File: src/rtl/core/affc_pkg.sv
// Shared constants and register codes for the farthest front corner block.
package affc_pkg;

    localparam int NUM_AXES    = 3;
    localparam int NUM_SIDES   = 2;
    localparam int NUM_CORNERS = 8;
    localparam int OUT_WIDTH   = 36;
    localparam int CFG_INDEX_W = 3;

    typedef enum logic [CFG_INDEX_W-1:0] {
        REG_EYE_X  = 3'd0,
        REG_EYE_Y  = 3'd1,
        REG_EYE_Z  = 3'd2,
        REG_VIEW_X = 3'd3,
        REG_VIEW_Y = 3'd4,
        REG_VIEW_Z = 3'd5
    } cfg_reg_t;

endpackage

File: src/rtl/core/affc_cell.sv
// Corner cell: tests one corner against the view plane and folds it into the running max.
module affc_cell
    import affc_pkg::*;
#(
    parameter int COORD_WIDTH = 16,
    parameter int CORNER      = 0
) (
    input  logic                                                  clk,
    input  logic                                                  rst_n,
    input  logic                                                  in_valid,
    output logic                                                  in_ready,
    input  logic [NUM_AXES-1:0][NUM_SIDES-1:0][2*COORD_WIDTH:0]   dot_in,
    input  logic [NUM_AXES-1:0][NUM_SIDES-1:0][2*COORD_WIDTH:0]   sq_in,
    input  logic [2*COORD_WIDTH+2:0]                              best_in,
    output logic                                                  out_valid,
    input  logic                                                  out_ready,
    output logic [NUM_AXES-1:0][NUM_SIDES-1:0][2*COORD_WIDTH:0]   dot_out,
    output logic [NUM_AXES-1:0][NUM_SIDES-1:0][2*COORD_WIDTH:0]   sq_out,
    output logic [2*COORD_WIDTH+2:0]                              best_out
);

    localparam int TERM_W = 2 * COORD_WIDTH + 1;
    localparam int SUM_W  = 2 * COORD_WIDTH + 3;
    localparam logic [NUM_AXES-1:0] SEL = NUM_AXES'(CORNER);

    logic                                           valid_reg;
    logic [NUM_AXES-1:0][NUM_SIDES-1:0][TERM_W-1:0] dot_reg;
    logic [NUM_AXES-1:0][NUM_SIDES-1:0][TERM_W-1:0] sq_reg;
    logic [SUM_W-1:0]                               best_reg, best_next;
    logic signed [SUM_W-1:0]                        dot_sum;
    logic [SUM_W-1:0]                               len_sum;
    logic                                           in_front;

    always_comb
    begin
        dot_sum = '0;
        len_sum = '0;
        for (int a = 0; a < NUM_AXES; a++)
        begin
            dot_sum = dot_sum + SUM_W'($signed(dot_in[a][SEL[a]]));
            len_sum = len_sum + SUM_W'(sq_in[a][SEL[a]]);
        end
        // on the view plane does not count
        in_front  = !dot_sum[SUM_W-1] && (dot_sum != '0);
        best_next = (in_front && (len_sum > best_in)) ? len_sum : best_in;
    end

    assign in_ready  = !valid_reg || out_ready;
    assign out_valid = valid_reg;
    assign dot_out   = dot_reg;
    assign sq_out    = sq_reg;
    assign best_out  = best_reg;

    always_ff @(posedge clk or negedge rst_n)
    begin
        if (!rst_n)
            valid_reg <= 1'b0;
        else if (in_ready)
            valid_reg <= in_valid;
    end

    always_ff @(posedge clk)
    begin
        if (in_ready && in_valid)
        begin
            dot_reg  <= dot_in;
            sq_reg   <= sq_in;
            best_reg <= best_next;
        end
    end

endmodule

File: config.mk
export PLATFORM = sky130hd
export DESIGN_NAME = affc_cell
export DESIGN_NICKNAME = d
export VERILOG_FILES = /design/src/rtl/core/affc_pkg.sv /design/src/rtl/core/affc_cell.sv
export SDC_FILE = /design/constraint.sdc
export NUM_CORES = 1
export LEC_CHECK = 0
export ABC_AREA = 1
export BUFFER_PORTS_ARGS = -buffer_cell sky130_fd_sc_hd__buf_2
export CELL_PAD_IN_SITES_DETAIL_PLACEMENT = 1
export CELL_PAD_IN_SITES_GLOBAL_PLACEMENT = 1
export CORE_AREA = 2 2 334 336
export DETAILED_ROUTE_END_ITERATION = 16
export DIE_AREA = 0 0 336 338
export PLACE_DENSITY_LB_ADDON = 0.1
export SLEW_MARGIN = 20
export SYNTH_ARGS = -nofsm -noshare
export SYNTH_HDL_FRONTEND = slang
export SYNTH_SLANG_ARGS = --single-unit
File: constraint.sdc
create_clock -name clk -period 58.3 [get_ports clk]
set_input_delay 11.66 -clock clk [delete_from_list [all_inputs] [get_ports clk]]
set_output_delay 11.66 -clock clk [all_outputs]
set_load 0.01 [all_outputs]
==> results of run 1 <==
## metrics by stage
| stage | total power [mW] | worst slack, ps | hold WS [ps] | instances |
|---|---|---|---|---|
| 2_1_floorplan | 0.536 | 24600 | 609 | 1642 |
| 3_3_place_gp | 0.629 | 34520 | 604 | 3995 |
| 3_5_place_dp | 0.631 | 34540 | 594 | 3995 |
| 4_1_cts | 0.980 | 34540 | 607 | 4096 |
| 5_1_grt | 1.02 | 34500 | 639 | 4097 |
| 6_report | 0.958 | 34540 | 608 | 4105 |
## state kept, by name, summed over array words and instances, names as in the netlist
signal / count
out_valid: 1
best_out: 35
dot_out: 198
sq_out: 198
## cell type report
type / count / area (um^2)
fill: 12600 / 81900
antenna: 9 / 22.5
multi-input combinational: 995 / 6410
timing repair buffer: 874 / 4400
clock inverter: 33 / 328
tap: 1488 / 1860
sequential: 432 / 13000
inverter: 206 / 773
clock buffer: 68 / 1430
## worst reg2reg max path: cells and delay by family (launching register included)
kind / cells / cell delay [ps]
AOI/OAI and AO/OA: 1 / 150
buffers and inverters: 4 / 2950
DFF: 1 / 420
## cells in the mapped netlist (all sizes together) (2+ instances only)
master,n
or2,3
a21o,2
nor2,107
edfxtp,431
o211ai,2
a21oi,81
fa,68
o21a,8
buf,9
nor3,12
nor4,3
a31oi,6
nand4,15
nand3b,6
and2,7
xor2,20
inv,206
o221ai,4
a211oi,3
xnor2,10
ha,100
o21bai,6
o21ai,29
nand2,402
nand3,97
## power groups by stage
stage	Combinational [mW]	Sequential [mW]	Clock, mW
CTS	0.253	0.374	0.353
floorplan	0.131	0.405	0
finish	0.246	0.373	0.339
detailed placement	0.251	0.380	0
global placement	0.249	0.380	0
global route	0.278	0.375	0.362
## final timing paths
check                                        end  slack [ps]
setup / recovery                        in_ready       34540
hold / removal             out_valid$_DFFE_PN0N_         610
setup reg to reg            sq_out[80]$_DFFE_PP_       54320
hold reg to reg            out_valid$_DFFE_PN0N_         610
max in group asynchronous  out_valid$_DFFE_PN0N_       47420
min in group asynchronous  out_valid$_DFFE_PN0N_       10790
## cells by family after synthesis
group | share of synthesized area (%)
flops | 64.2
compound gates | 4.03
simple gates | 13.4
buf+inv | 4.14
xor+xnor | 1.30
fa+ha+maj | 12.9
## per-layer routing
layer  vias up  routed length (um)  share of wire (%)
li1       7507                   -                  -
met1      7683               35700                 40
met2       557               43400                 49
met3       145                7670                8.6
met4        38                2320                2.6
met5         -                 222               0.25
==> results_dict.tcl, run 1 <==
set metrics [dict create \
    status "completed" \
    crit_path_max_fanout 2 \
    maxSlewHeadroom_pct 36.9 \
    die_h_um 338 \
    min_path_type "flip-flop to flip-flop" \
    maxCapViolCount 0 \
    slew_violations 0 \
    worst_pin_slew_ps 947 \
    drt_iter0_drc 702 \
    vias_per_cell 3.88 \
    cts_buffer_depth 3 \
    fin_util_pct 25.6 \
    overflow 0 \
    synth-async-reset-ratio_pct 0.231 \
    cp_num_cells 4 \
    wirelength_um 89400 \
    synth_cells 1642 \
    min_path_cells 2 \
    skew_ps 27.7 \
    post_dp_cell_area_um2 26400 \
    use_met1_pct 17.6 \
    coreArea_um2 110000 \
    synth.top_cell.area_share_pct 64.0 \
    die-width_um 336 \
    cp-end-kind "primary output" \
    use_met3_pct 5.55 \
    synth_edf_count 431 \
    synthesis.area_um2 20200 \
    crit_buf_inv 3 \
    htreeDepth 2 \
    p_seq_share_pct 39.0 \
    design_area_um2 28200 \
    startpoint_type "input port" \
    post_cts_buffers 0 \
    route.vias.total 15900 \
    worstPathCellList "buf_2, inv_1, nand2_1, buf_2" \
    rows 122 \
    dr.pass1.iters 5 \
    gp_congestion 0.798 \
    grt_usage_pct 15.0 \
    regToRegStartpoint "out_valid$_DFFE_PN0N_" \
    start_util_pct 18.4 \
    synth_ff_type "edfxtp_1" \
    ys_warn_count 0 \
    synth.net_count 2245 \
    max_stage_delay_ps 150 \
    fin_crit_sh_pct 40.8 \
    final_common_cell "buf_2" \
    synth_area_leaders "edfxtp_1, nand2_1, fa_1, ha_1, inv_1" \
    grt-busiest-layer "met2" \
    cts-buffers-inserted 55 \
    ys_types 39 \
    final_cell_mix "buf_2, edfxtp_1, nand2_1" \
    drive_gt1_share_pct 36.7 \
    cp_common_cell "buf_2" \
    cts_tree "yes" \
    grt_use_met2_pct 25.6 \
    fmax_mhz 42.1 \
    cp_slowest_cell "buf_2" \
    min_period_ps 23760 \
    path_delay_family "buffers and inverters" \
    grt_setup_unrepaired "no" \
    finalSetupViolations 0 \
    power.density_nw_per_um2 34.0 \
    peakVddDrop_mv 0.0234 \
    pwr-share-clk_pct 35.4 \
    clkTransAtPathRegs_ps 60 \
    port_buffers 867 \
    syn2layout_area_growth_pct 39.5 \
    comb_power_share_pct 25.7 \
    ys_seq_area_share_pct 64.2 \
    clock_latency_ps 660 \
    grt_pass1_vias 16800 \
    drtAntennaViolNets 0 \
    ys_ff_latch 432 \
    clockRootBuffer "clkbuf_16" \
    hold_buffers 0 \
    grt_max_degree 148 \
    switchingPower_uw 311 \
    path_class "input port to primary output" \
    swShare_pct 32.5 \
    dp_hpwl_um 75500 \
    synth_top_area_cell "edfxtp_1" \
    p_leak_nw 12.5 \
    cts_sinks 432 \
    io-pin-count 868 \
    internal_power_uw 647 \
    worstSetupStartpoint "out_ready" \
    hold_viol 0 \
    drc 0 \
    worstPathArrival_ps 12100 \
    synth_area_per_cell_um2 12.3 \
    grt_antenna_before_repair 41 \
    die-area_um2 114000 \
    grt_pass1_wl_um 122000 \
    final_nets 3167 \
    worstHoldStart "out_valid$_DFFE_PN0N_" \
    ctsResizeCount 0 \
    reg2regPathDepth 5 \
    finalSetupTns_ps 0 \
    wl_per_cell_um 21.8 \
    worstPathRequired_ps 46640 \
]
No activity file was read; power rests on OpenSTA's default activity.
==> run 2: changes to the inputs <==
--- a/config.mk
+++ b/config.mk
@@ -9,9 +9,9 @@
 export BUFFER_PORTS_ARGS = -buffer_cell sky130_fd_sc_hd__buf_2
 export CELL_PAD_IN_SITES_DETAIL_PLACEMENT = 1
 export CELL_PAD_IN_SITES_GLOBAL_PLACEMENT = 1
-export CORE_AREA = 2 2 334 336
+export CORE_AREA = 2 2 336 338
 export DETAILED_ROUTE_END_ITERATION = 16
-export DIE_AREA = 0 0 336 338
+export DIE_AREA = 0 0 338 340
 export PLACE_DENSITY_LB_ADDON = 0.1
 export SLEW_MARGIN = 20
 export SYNTH_ARGS = -nofsm -noshare
==> constraint.sdc (replaced) <==
create_clock -name clk -period 21.2 [get_ports clk]
set_input_delay 4.24 -clock clk [delete_from_list [all_inputs] [get_ports clk]]
set_output_delay 4.24 -clock clk [all_outputs]
set_load 0.01 [all_outputs]
==> run 2 against run 1 <==
Effect of this change: largest power group unchanged; via count stayed put; final cell count is 0.32% higher; combinational power grew to 2.8 times the previous value; critical endpoint is now best_out[22]$_DFFE_PP_; sequential share of layout area is 0.17 points lower; total power grew to 2.8 times the previous value; largest cell class unchanged.
==> results_dict.tcl, run 2 (same netlist as run 1, synthesis figures left out) <==
set metrics [dict create \
    status "completed" \
    final_cell_mix "buf_2, edfxtp_1, nand2_1" \
    fin_crit_sh_pct 45.1 \
    start_util_pct 18.1 \
    crit_path_max_fanout 36 \
    cp_common_cell "nand2_1" \
    fillerInstances 12800 \
    maxCapViolCount 0 \
    path_class "input port to flip-flop" \
    reg2regPathDepth 5 \
    grt_usage_pct 15.2 \
    drt_iter0_drc 808 \
    cts_buffer_depth 3 \
    power.density_nw_per_um2 94.5 \
    final_nets 3168 \
    coreArea_um2 112000 \
    regArea_um2 13000 \
    grt_pass1_wl_um 126000 \
    r2r_slack_ps 17220 \
    hold_buffers 0 \
    worstPathArrival_ps 9930 \
    cp_num_cells 29 \
    cts_sinks 432 \
    drc 0 \
    io-pin-count 868 \
    peakVddDrop_mv 0.0529 \
    r2r-end "dot_out[183]$_DFFE_PP_" \
    fmax_mhz 105 \
    drive_gt1_share_pct 37.0 \
    overflow 0 \
    grt_antenna_before_repair 39 \
    die-width_um 338 \
    multiInputGateArea_um2 6410 \
    gp_congestion 0.818 \
    crit_buf_inv 5 \
    wirelength_um 90700 \
    wl_per_cell_um 22.0 \
    p_leak_nw 12.6 \
    post_dp_cell_area_um2 26400 \
    dr.pass1.iters 5 \
    post_cts_buffers 0 \
    min_path_type "flip-flop to flip-flop" \
    port_buffers 867 \
    worstSetupStartpoint "sq_in[67]" \
    clkTransAtPathRegs_ps 60 \
    finalSetupViolations 0 \
    finalSetupTns_ps 0 \
    design_area_um2 28300 \
    ctsResizeCount 0 \
    skew_ps 41.3 \
    hold_viol 0 \
    worstPathRequired_ps 21570 \
    grt_setup_unrepaired "no" \
    max_stage_delay_ps 460 \
    syn2layout_area_growth_pct 40.1 \
    endpoint "best_out[22]$_DFFE_PP_" \
    vias_per_cell 3.87 \
    slew_violations 0 \
    clock_latency_ps 650 \
    cts-buffers-inserted 55 \
    route.vias.total 15900 \
    grt_max_degree 77 \
    grt_pass1_vias 17100 \
    cp_slowest_cell "fa_1" \
    rows 123 \
    cp-end-kind "flip-flop" \
    clockRootBuffer "clkbuf_16" \
    regToRegStartpoint "out_valid$_DFFE_PN0N_" \
    die_h_um 340 \
    min_period_ps 9560 \
    htreeDepth 2 \
    path_delay_family "simple AND/OR/NAND/NOR gates" \
    worst_pin_slew_ps 1110 \
    final_common_cell "buf_2" \
    drtAntennaViolNets 0 \
    cts_tree "yes" \
    dp_hpwl_um 76600 \
    startpoint_type "input port" \
    die-area_um2 115000 \
    maxSlewHeadroom_pct 26.3 \
]
run 2: worst register-to-register path: cells and delay by family, from the launching register on:
kind,cells,cell delay (ps)
AOI/OAI and AO/OA,1,160
buffers and inverters,4,2970
DFF,1,420
run 2: how the worst min path moves through the flow:
stage / from / to / slack (ps) / cells past startpoint
6_report: out_valid$_DFFE_PN0N_ / out_valid$_DFFE_PN0N_ / 600 / 2
4_1_cts: out_valid$_DFFE_PN0N_ / out_valid$_DFFE_PN0N_ / 610 / 2
5_1_grt: out_valid$_DFFE_PN0N_ / out_valid$_DFFE_PN0N_ / 650 / 2
3_3_place_gp: out_valid$_DFFE_PN0N_ / out_valid$_DFFE_PN0N_ / 580 / 2
2_1_floorplan: out_valid$_DFFE_PN0N_ / out_valid$_DFFE_PN0N_ / 630 / 2
3_5_place_dp: out_valid$_DFFE_PN0N_ / out_valid$_DFFE_PN0N_ / 590 / 2
run 2: cell type report:
cell class	count	area share, %
flip-flops and latches	432	45.8
clock buffers	64	4.98
multi-input cells	995	22.7
diodes	12	0.106
clock inverters	34	1.52
repair buffers	875	15.5
inverters	206	2.73
well taps	1500	6.63
run 2: metrics by stage:
stage / hold slack (ps) / worst slack (ps) / util [%] / cells / power [mW]
2_1_floorplan: 631 / 3850 / - / 1642 / 1.45
3_3_place_gp: 581 / 11060 / 23.7 / 4008 / 1.74
5_1_grt: 651 / 11020 / 25.3 / 4110 / 2.84
4_1_cts: 608 / 11590 / 25.3 / 4106 / 2.74
3_5_place_dp: 589 / 10900 / 23.7 / 4008 / 1.74
6_report: 599 / 11640 / 25.4 / 4118 / 2.67
run 2: per-layer routing:
layer	up-vias	global-route usage [%]	part of all wire (%)
li1	7512	-	-
met2	534	26.2	49
met4	28	3.31	1.9
met1	7735	18.6	41
met3	121	4.43	8.0
met5	-	0	0.19
run 2: power by group:
| group | total [mW] | leakage [nW] | internal [mW] | switching, mW |
|---|---|---|---|---|
| Combinational | 0.677 | 7.56 | 0.229 | 0.448 |
| Clock | 0.968 | 0.890 | 0.574 | 0.394 |
| Sequential | 1.03 | 4.12 | 1.01 | 0.0168 |
| Total | 2.67 | 12.6 | 1.82 | 0.859 |
